File: src/hdl/scfc_pkg.sv
// Shared types, sizes and codes for the size-class free chunk cache.
package scfc_pkg;

  // Sizing
  localparam int unsigned NUM_BINS  = 64;
  localparam int unsigned BIN_DEPTH = 8;
  localparam int unsigned ADDR_BITS = 48;

  localparam int unsigned STK_DEPTH = NUM_BINS * BIN_DEPTH;
  localparam int unsigned BIN_AW    = (NUM_BINS > 1) ? $clog2(NUM_BINS) : 1;
  localparam int unsigned STK_AW    = (STK_DEPTH > 1) ? $clog2(STK_DEPTH) : 1;
  localparam int unsigned CNT_W     = $clog2(BIN_DEPTH + 1);
  localparam int unsigned TOT_W     = $clog2(STK_DEPTH + 1);
  localparam int unsigned STK_W     = (ADDR_BITS < 48) ? ADDR_BITS : 48;
  localparam int unsigned CMP_W     = 8;

  localparam logic [3:0] FILL_LIMIT_RST = 4'd7;

  // Operation codes
  localparam logic [1:0] OP_ALLOC = 2'd0;
  localparam logic [1:0] OP_FREE  = 2'd1;
  localparam logic [1:0] OP_FLUSH = 2'd2;
  localparam logic [1:0] OP_NOP   = 2'd3;

  // Status codes
  localparam logic [1:0] ST_OK    = 2'd0;
  localparam logic [1:0] ST_EMPTY = 2'd1;
  localparam logic [1:0] ST_FULL  = 2'd2;
  localparam logic [1:0] ST_RANGE = 2'd3;

  typedef struct packed {
    logic [1:0]  operation;
    logic [6:0]  bin_index;
    logic [47:0] chunk_address;
  } req_t;

  typedef struct packed {
    logic [1:0]  status;
    logic [47:0] chunk_address_res;
    logic [3:0]  bin_count;
    logic [9:0]  held_total;
    logic        last;
  } res_t;

  // Controller to datapath
  typedef struct packed {
    logic load;        // capture request, read bin count
    logic decide;      // apply update, issue stack read
    logic flush_step;  // move to next older entry
    logic out_plain;   // load output word from decision
    logic out_stack;   // load output word from stack data
  } dp_cmd_t;

  // Datapath to controller
  typedef struct packed {
    logic needs_stack;
    logic last_word;
  } dp_sts_t;

endpackage

File: src/hdl/scfc_ctrl.sv
// Controller: sequences lookup, update and result delivery for one request at a time.
module scfc_ctrl import scfc_pkg::*; (
  input  logic    clk_i,
  input  logic    rst_ni,
  input  logic    in_valid_i,
  output logic    in_ready_o,
  output logic    out_valid_o,
  input  logic    out_ready_i,
  input  dp_sts_t sts_i,
  output dp_cmd_t cmd_o
);

  typedef enum logic [1:0] {
    S_IDLE,
    S_LOOKUP,
    S_RESP,
    S_STACK
  } state_e;

  state_e state_q, state_d;
  logic   out_valid_q, out_valid_d;
  logic   slot_free;

  assign slot_free = !out_valid_q || out_ready_i;

  // Next state and commands
  always_comb begin
    state_d = state_q;
    cmd_o   = '0;
    unique case (state_q)
      S_IDLE: begin
        cmd_o.load = in_valid_i;
        if (in_valid_i) begin
          state_d = S_LOOKUP;
        end
      end
      S_LOOKUP: begin
        cmd_o.decide = 1'b1;
        state_d = sts_i.needs_stack ? S_STACK : S_RESP;
      end
      S_RESP: begin
        if (slot_free) begin
          cmd_o.out_plain = 1'b1;
          state_d = S_IDLE;
        end
      end
      S_STACK: begin
        if (slot_free) begin
          cmd_o.out_stack = 1'b1;
          if (sts_i.last_word) begin
            state_d = S_IDLE;
          end else begin
            cmd_o.flush_step = 1'b1;
          end
        end
      end
      default: begin
        state_d = S_IDLE;
      end
    endcase
  end

  // Hold a word until taken, reload when the slot frees
  always_comb begin
    out_valid_d = out_valid_q;
    if (cmd_o.out_plain || cmd_o.out_stack) begin
      out_valid_d = 1'b1;
    end else if (out_ready_i) begin
      out_valid_d = 1'b0;
    end
  end

  // State and registered outputs
  always_ff @(posedge clk_i or negedge rst_ni) begin
    if (!rst_ni) begin
      state_q     <= S_IDLE;
      out_valid_q <= 1'b0;
    end else begin
      state_q     <= state_d;
      out_valid_q <= out_valid_d;
    end
  end

  assign in_ready_o  = (state_q == S_IDLE);
  assign out_valid_o = out_valid_q;

endmodule

File: config.mk
export PLATFORM = sky130hd
export DESIGN_NAME = scfc_ctrl
export DESIGN_NICKNAME = d
export VERILOG_FILES = /design/src/hdl/scfc_pkg.sv /design/src/hdl/scfc_ctrl.sv
export SDC_FILE = /design/constraint.sdc
export NUM_CORES = 1
export LEC_CHECK = 0
export ABC_AREA = 1
export BUFFER_PORTS_ARGS = -buffer_cell sky130_fd_sc_hd__buf_2
export CAP_MARGIN = 25
export CORE_AREA = 2 2 39 41
export CTS_BUF_LIST = sky130_fd_sc_hd__clkbuf_4
export CTS_CLUSTER_SIZE = 12
export DETAILED_ROUTE_END_ITERATION = 8
export DIE_AREA = 0 0 41 43
export SLEW_MARGIN = 20
export SYNTH_ARGS = -nofsm -noshare
export SYNTH_HDL_FRONTEND = slang
export SYNTH_SLANG_ARGS = --single-unit
File: constraint.sdc
create_clock -name clk_i -period 2.4 [get_ports clk_i]
set_clock_uncertainty 0.15 [all_clocks]
set_input_delay 0.48 -clock clk_i [delete_from_list [all_inputs] [get_ports clk_i]]
set_output_delay 0.48 -clock clk_i [all_outputs]
set_load 0.02 [all_outputs]
Yosys cells after proc, flatten, opt, wreduce, memory -nomap -nowiden
Cells that the tools add are included.
- memories: 0
- bits of input ports: 6
- RAM bits: 0
- bits in latches: 0
- register bits after elaboration: 3
- bits in read-only memories: 0
- word-level logic and storage cells: 31
- $add $sub $neg: 0
- bitwise gates (word level): 0
- shift-type cells: 0
- reduce and logical (&&, ||, !) cells: 6
- multipliers: 0
- $lt $le $gt $ge: 0
- div/mod/pow operators: 0
- equality and inequality tests: 7
- muxes and demuxes: 16
- operator list (operator ; count):
    1-bit 2-to-1 mux ; 11
    2-bit 2-to-1 mux ; 4
    2-bit != test (second input constant) ; 4
    2-bit one-hot mux with 4 select lines ; 1
    2-bit equality test (second input constant) ; 2
    4-bit AND reduction ; 1
    2-bit by 1-bit equality test with 1-bit output (second input constant) ; 1
    2-bit logical NOT ; 1
    1-bit logical OR ; 2
    2-bit nonzero test ; 1
    1-bit logical NOT ; 1

Logic depth before layout (Yosys ltp)
Gate-level depths: netlist of run 1.
- word-level depth: 6
- mapped depth: 5

Worst setup path after synthesis of run 1
No wires, ideal clock.
- path kind: input-to-output
- from: in out_ready_i
- to: out cmd_o[0] in the netlist's numbering
- setup slack: 0.661 ns
- stages: 4
- arrival time: 1.109 ns
- path through: inv_1 nand2_1 inv_1 nor3_1
- RTL lines (what ; RTL line ; source):
    from (decl) ; scfc_ctrl.sv:8 ; input logic out_ready_i,
    to (decl) ; scfc_ctrl.sv:10 ; output dp_cmd_t cmd_o

==> results of run 1 <==
report_power, final:
group	internal [W]	switching [W]	total, W	leakage (nW)
Sequential	0.0000766	0.0000325	0.000109	0.0361
Clock	0.0000736	0.0000271	0.000101	0.0184
Combinational	0.0000708	0.000134	0.000204	0.132
metal layers:
| layer | GRT usage | up-vias | part of all wire |
|---|---|---|---|
| met5 | 0 | - | 0 |
| li1 | - | 112 | - |
| met2 | 0.0844 | 9 | 0.44 |
| met4 | 0.120 | 0 | 0.073 |
| met3 | 0.0157 | 4 | 0.091 |
| met1 | 0.0617 | 89 | 0.39 |
cells by family after synthesis:
logic type | count (synthesis) | synth area share
AND/OR/NAND/NOR | 17 | 0.421
flip-flops | 3 | 0.414
buffers and inverters | 7 | 0.166
through the flow:
step	total power [W]	setup WS (ps)	hold WS, ps	area, um^2
floorplan	0.000259	661	34.4	181
global placement	0.000315	696	126	254
detailed placement	0.000317	703	126	254
CTS	0.000424	638	404	294
global route	0.000452	572	424	294
finish	0.000414	648	400	294
area by class of cell:
cell class / count / area [um^2]
Fill cell: 161 / 1090
Multi-Input combinational cell: 17 / 76.3
Sequential cell: 3 / 75.1
Timing Repair Buffer: 13 / 70.1
Clock buffer: 4 / 30.0
Inverter: 6 / 22.5
Tap cell: 16 / 20.0
flip-flops by register name, summed over array words and instances (netlist names):
name,count
out_valid_o,1
state_q,2
critical path, cell delays in order (launching register included):
cell and delay, ps:
dfrtp_1 380, nand2_1 110, inv_1 80, nor3_1 130
buf_2 190
cells in the mapped netlist (all sizes together):
library cell / n
inv: 6
nor3: 3
or2: 1
buf: 1
nand2: 5
nor2: 5
nand3: 3
dfrtp: 3
what timing repair did:
item,in CTS,in global routing
buffers inserted,0,0
hold buffers,1,0
hold endpoints to repair,3,0
setup endpoints to repair,0,0
path summary, 6_finish.rpt:
kind / startpoint / end / depth (start not counted) / slack [ps]
worst max-delay path: out_valid_o$_DFFE_PN0P_ / cmd_o[1] / 4 / 650
worst min-delay path: out_valid_o$_DFFE_PN0P_ / out_valid_o$_DFFE_PN0P_ / 2 / 400
worst max register to register: state_q[0]$_DFFE_PN0P_ / state_q[1]$_DFFE_PN0P_ / 3 / 1300
worst min register to register: out_valid_o$_DFFE_PN0P_ / out_valid_o$_DFFE_PN0P_ / 2 / 400
max in group asynchronous: rst_ni / state_q[0]$_DFFE_PN0P_ / 2 / 1580
min in group asynchronous: rst_ni / state_q[1]$_DFFE_PN0P_ / 2 / 420
layout by cell type, fill, tap and decap left out, drive strengths merged:
cell and n:
nand3 3, nor3 3, dlygate4sd3 1, dfrtp 3
inv 6, or2 1, nor2 5, nand2 5
buf 12, clkbuf 4
==> flow_summary.toml, run 1 <==
[run_status]
status = "finished clean"

[floorplanning]
core_area_um2 = 1380
die_w_um = 41
dieArea_um2 = 1760
start_util = 0.131
rows = 14
die_h_um = 43
ios = 13

[clock_tree]
clk_latency_ps = 230
post_cts_resized = 0
clock_sinks = 3
cts-htree-levels = 1
clk_pin_slew_ps = 40
cts_root_buf = "clkbuf_4"
clockBufferDepth = 2
cts_buffers = 3
cts_tree = "done"

[drt]
dr.pass1.iters = 1
ant_nets = 0
vias = 214
via_per_inst = 3.63
drtIter0Drc = 0
wl_per_cell_um = 7.47
route.detailed.drc = 0
drt-total-wl_um = 441

[worst_setup_path]
crit_type = "reg -> out"
cp.required_ps = 1770
arrival_ps = 1120
crit_path_start_kind = "flip-flop"
worstPathMaxFanout = 3
cp-end-kind = "output pin"

[place]
numPortBuffers = 12
hpwlAfterDp_um = 346
place_congestion = 0.636
dp_cells = 54

[synthesis]
netlist_area_um2 = 181
syn_avg_cell_area_um2 = 6.72
synth_top_area_frac = 0.414
syn_inst = 27
synth.distinct_cells = 10
yosys_warnings = 0
ys_ff_latch = 3
synth_top_area_cell = "dfrtp_1"
syn_nets = 33
yosysSeqAreaShare = 0.414
synth.area.top_cells = "dfrtp_1, inv_1, nand2_1"

[power]
peakVddDrop_v = 0.000208
p_leak_nw = 0.187
p_per_area_nw_per_um2 = 1410

[timing]
timing.final.crit_period_ps = 1750
hold_violations = 0
setup_viol = 0
tns_ps = 0
worst_pin_slew_ps = 199
slew_headroom = 0.868
drv_slew = 0
fin_crit_sh = 0.730
max_freq_mhz = 571
rsz0062_at_grt = "no"

[grt]
antenna_found_initial = 0
grt_max_degree = 7
grt_pass1_wl_um = 703
grt_usage = 0.0675
grt_pass1_vias = 204
grt_overflow = 0

[layout]
diodes = 0
fin_cells = 59
synthToLayoutAreaGrowth_pct = 62.1
drive_gt1_frac = 0.419
utilization = 0.212
finish.net_count = 50

[hold_path]
hold_class = "reg -> reg"

[flow_run]
drv_cap = 0
(Power assumes the default switching activity.)
==> run 2, diff against run 1 <==
--- a/config.mk
+++ b/config.mk
@@ -5,7 +5,7 @@
 export SDC_FILE = /design/constraint.sdc
 export NUM_CORES = 1
 export LEC_CHECK = 0
-export ABC_AREA = 1
+export ABC_AREA = 0
 export BUFFER_PORTS_ARGS = -buffer_cell sky130_fd_sc_hd__buf_2
 export CAP_MARGIN = 25
 export CORE_AREA = 2 2 39 41
==> constraint.sdc (replaced) <==
create_clock -name clk_i -period 1.8 [get_ports clk_i]
set_clock_uncertainty 0.15 [all_clocks]
set_input_delay 0.36 -clock clk_i [delete_from_list [all_inputs] [get_ports clk_i]]
set_output_delay 0.36 -clock clk_i [all_outputs]
set_load 0.02 [all_outputs]
==> run 2 against run 1 <==
- synthesized area did not move
- sequential power is 39% higher
- routed wire length is 6.6% lower
- critical path depth shrank 1
- register-to-register slack worse by 510 ps
- die area stayed put
- design area is the same
- largest power group unchanged
- utilization unchanged
- clock power up 32%
- global-route usage is 0.93 points lower
- critical endpoint is now cmd_o[2]
==> flow_summary.toml, run 2 <==
[synthesis]
syn_nets = 27
synth_top_area_frac = 0.414
syn_inst = 21
post-synth-top-count-cell = "nand2_1"
ys_async_sr_fraction = 1.00
yosysSeqAreaShare = 0.414
synth_common_cells = "nand2_1, dfrtp_1, and2b_1, nor2_1, o21ai_1"
netlist_area_um2 = 181
synth_ff_type = "dfrtp_1"
synth_top_area_cell = "dfrtp_1"
syn_avg_cell_area_um2 = 8.64
synth_edf_count = 0
ys_ff_latch = 3
synth.area.top_cells = "dfrtp_1, nand2_1, and2b_1"
yosys_warnings = 0
synth.distinct_cells = 12

[power]
p_leak_nw = 0.171
p_switching_w = 0.000236
swShare = 0.440
p_seq_frac = 0.284
p_comb_frac = 0.468
peakVddDrop_v = 0.000500
internal_power_w = 0.000299
p_per_area_nw_per_um2 = 1820
clkPwrFrac = 0.248

[grt]
grt_usage = 0.0582
grt_max_degree = 9
grt_overflow = 0
grt_pass1_vias = 166
antenna_found_initial = 0
grt_pass1_wl_um = 579

[drt]
wl_met1_um = 166
met2_length_um = 173
vias = 196
ant_nets = 0
top_layer = "met4"
drtIter0Drc = 6
route.detailed.drc = 0
via_per_inst = 3.70
drt-total-wl_um = 412
dr.pass1.iters = 4
wl_met3_um = 40
wl_per_cell_um = 7.77

[timing]
layout_setup_ws_ps = 126
hold_violations = 0
worst_pin_slew_ps = 212
drv_slew = 0
tns_ps = 0
setup_viol = 0
max_freq_mhz = 597
rsz0062_at_grt = "no"
fin_crit_sh = 0.930
timing.final.crit_period_ps = 1670
slew_headroom = 0.859

[layout]
regMostFlops = "state_q"
finish.net_count = 44
final_cell_mix = "buf_2, nand2_1, clkbuf_4"
drive_gt1_frac = 0.459
layout_commonest_cell = "buf_2"
largest_reg_flops = 2
synthToLayoutAreaGrowth_pct = 62.1
diodes = 0

[clock_tree]
cts_tree = "done"
cts_buffers = 3
clockBufferDepth = 2
post_cts_resized = 0
cts-htree-levels = 1
post_cts_buffers = 0
clk_latency_ps = 230
cts_root_buf = "clkbuf_4"
ctsHoldBuffers = 1
clk_pin_slew_ps = 40
clock_sinks = 3

[hold_path]
hold_class = "in -> reg"

[worst_setup_path]
max_stage_delay_ps = 440
cp.required_ps = 1290
arrival_ps = 1160
cp_cell_sequence = "and3_1 > and2b_1 > buf_2"
cp-end-kind = "output pin"
worstPathMaxFanout = 7
slowest_stage = "dfrtp_1"
crit_path_start_kind = "flip-flop"
cpLargestDelayFamily = "flip-flops"
crit_buf_inv = 1
crit_type = "reg -> out"
rrSetupSlack_ps = 790

[floorplanning]
core_area_um2 = 1380
rows = 14
die_h_um = 43
die_w_um = 41
start_util = 0.131
dieArea_um2 = 1760
ios = 13

[place]
dp_slack_ps = 205
numPortBuffers = 12
hpwlAfterDp_um = 320
place_congestion = 0.604

[flow_run]
drv_cap = 0

[run_status]
status = "finished clean"
-- run 2: cell types whose count changed after synthesis, moves of 2 or more --
cell	before	now
nor2_1	4	2
nor3_1	3	0
nand3_1	3	0
and2b_1	0	2
o21ai_1	0	2
inv_1	5	1
-- run 2: worst paths after layout --
kind	from	endpoint	cells past startpoint
setup / recovery	state_q[0]$_DFFE_PN0P_	cmd_o[2]	3
hold / removal	out_ready_i	out_valid_o$_DFFE_PN0P_	3
setup reg to reg	state_q[0]$_DFFE_PN0P_	state_q[0]$_DFFE_PN0P_	2
hold reg to reg	out_valid_o$_DFFE_PN0P_	out_valid_o$_DFFE_PN0P_	2
max in group asynchronous	rst_ni	state_q[0]$_DFFE_PN0P_	2
min in group asynchronous	rst_ni	out_valid_o$_DFFE_PN0P_	2
-- run 2: area by class of cell --
| class | instances | area, um^2 |
|---|---|---|
| Clock buffer | 4 | 30.0 |
| Fill cell | 157 | 1090 |
| Inverter | 1 | 3.75 |
| Multi-Input combinational cell | 16 | 95.1 |
| Sequential cell | 3 | 75.1 |
| Tap cell | 16 | 20.0 |
| Timing Repair Buffer | 13 | 70.1 |
-- run 2: worst min-delay path, stage by stage --
cell	delay [ps]
buf_2	80
nand2b_4	130
nand2_1	50
-- run 2: per-layer routing --
metal	GRT usage	vias up
met5	0	-
met4	0.120	0
met3	0	4
met2	0.0813	15
met1	0.0449	80
li1	-	97
-- run 2: power groups by stage --
stage          Sequential, W  Combinational [W]  Clock [W]
6_report            0.000152           0.000250   0.000133
5_1_grt             0.000159           0.000277   0.000144
3_5_place_dp        0.000153           0.000252          0
2_1_floorplan       0.000158           0.000175          0
4_1_cts             0.000152           0.000254   0.000136
3_3_place_gp        0.000151           0.000248          0
-- run 2: logic make-up (layout without fill, tap and decap cells) --
kind of cell / Yosys count / after routing / synth area share
AOI/OAI and AO/OA: 3 / 3 / 0.0966
buffers and inverters: 2 / 18 / 0.0621
DFF: 3 / 3 / 0.414
muxes: 1 / 1 / 0.0552
and+or+nand+nor: 12 / 12 / 0.372
-- run 2: stage by stage --
step / instance area [um^2] / hold WS [ps] / total power [W] / instances / util
after global placement: 254 / 7.12 / 0.000399 / 48 / 0.184
after global routing: 294 / 276 / 0.000580 / 53 / 0.212
after detailed placement: 254 / 10.9 / 0.000405 / 48 / 0.184
after floorplan: 181 / -85.6 / 0.000334 / 21 / -
after CTS: 294 / 271 / 0.000542 / 53 / 0.212
final: 294 / 273 / 0.000535 / 53 / 0.212
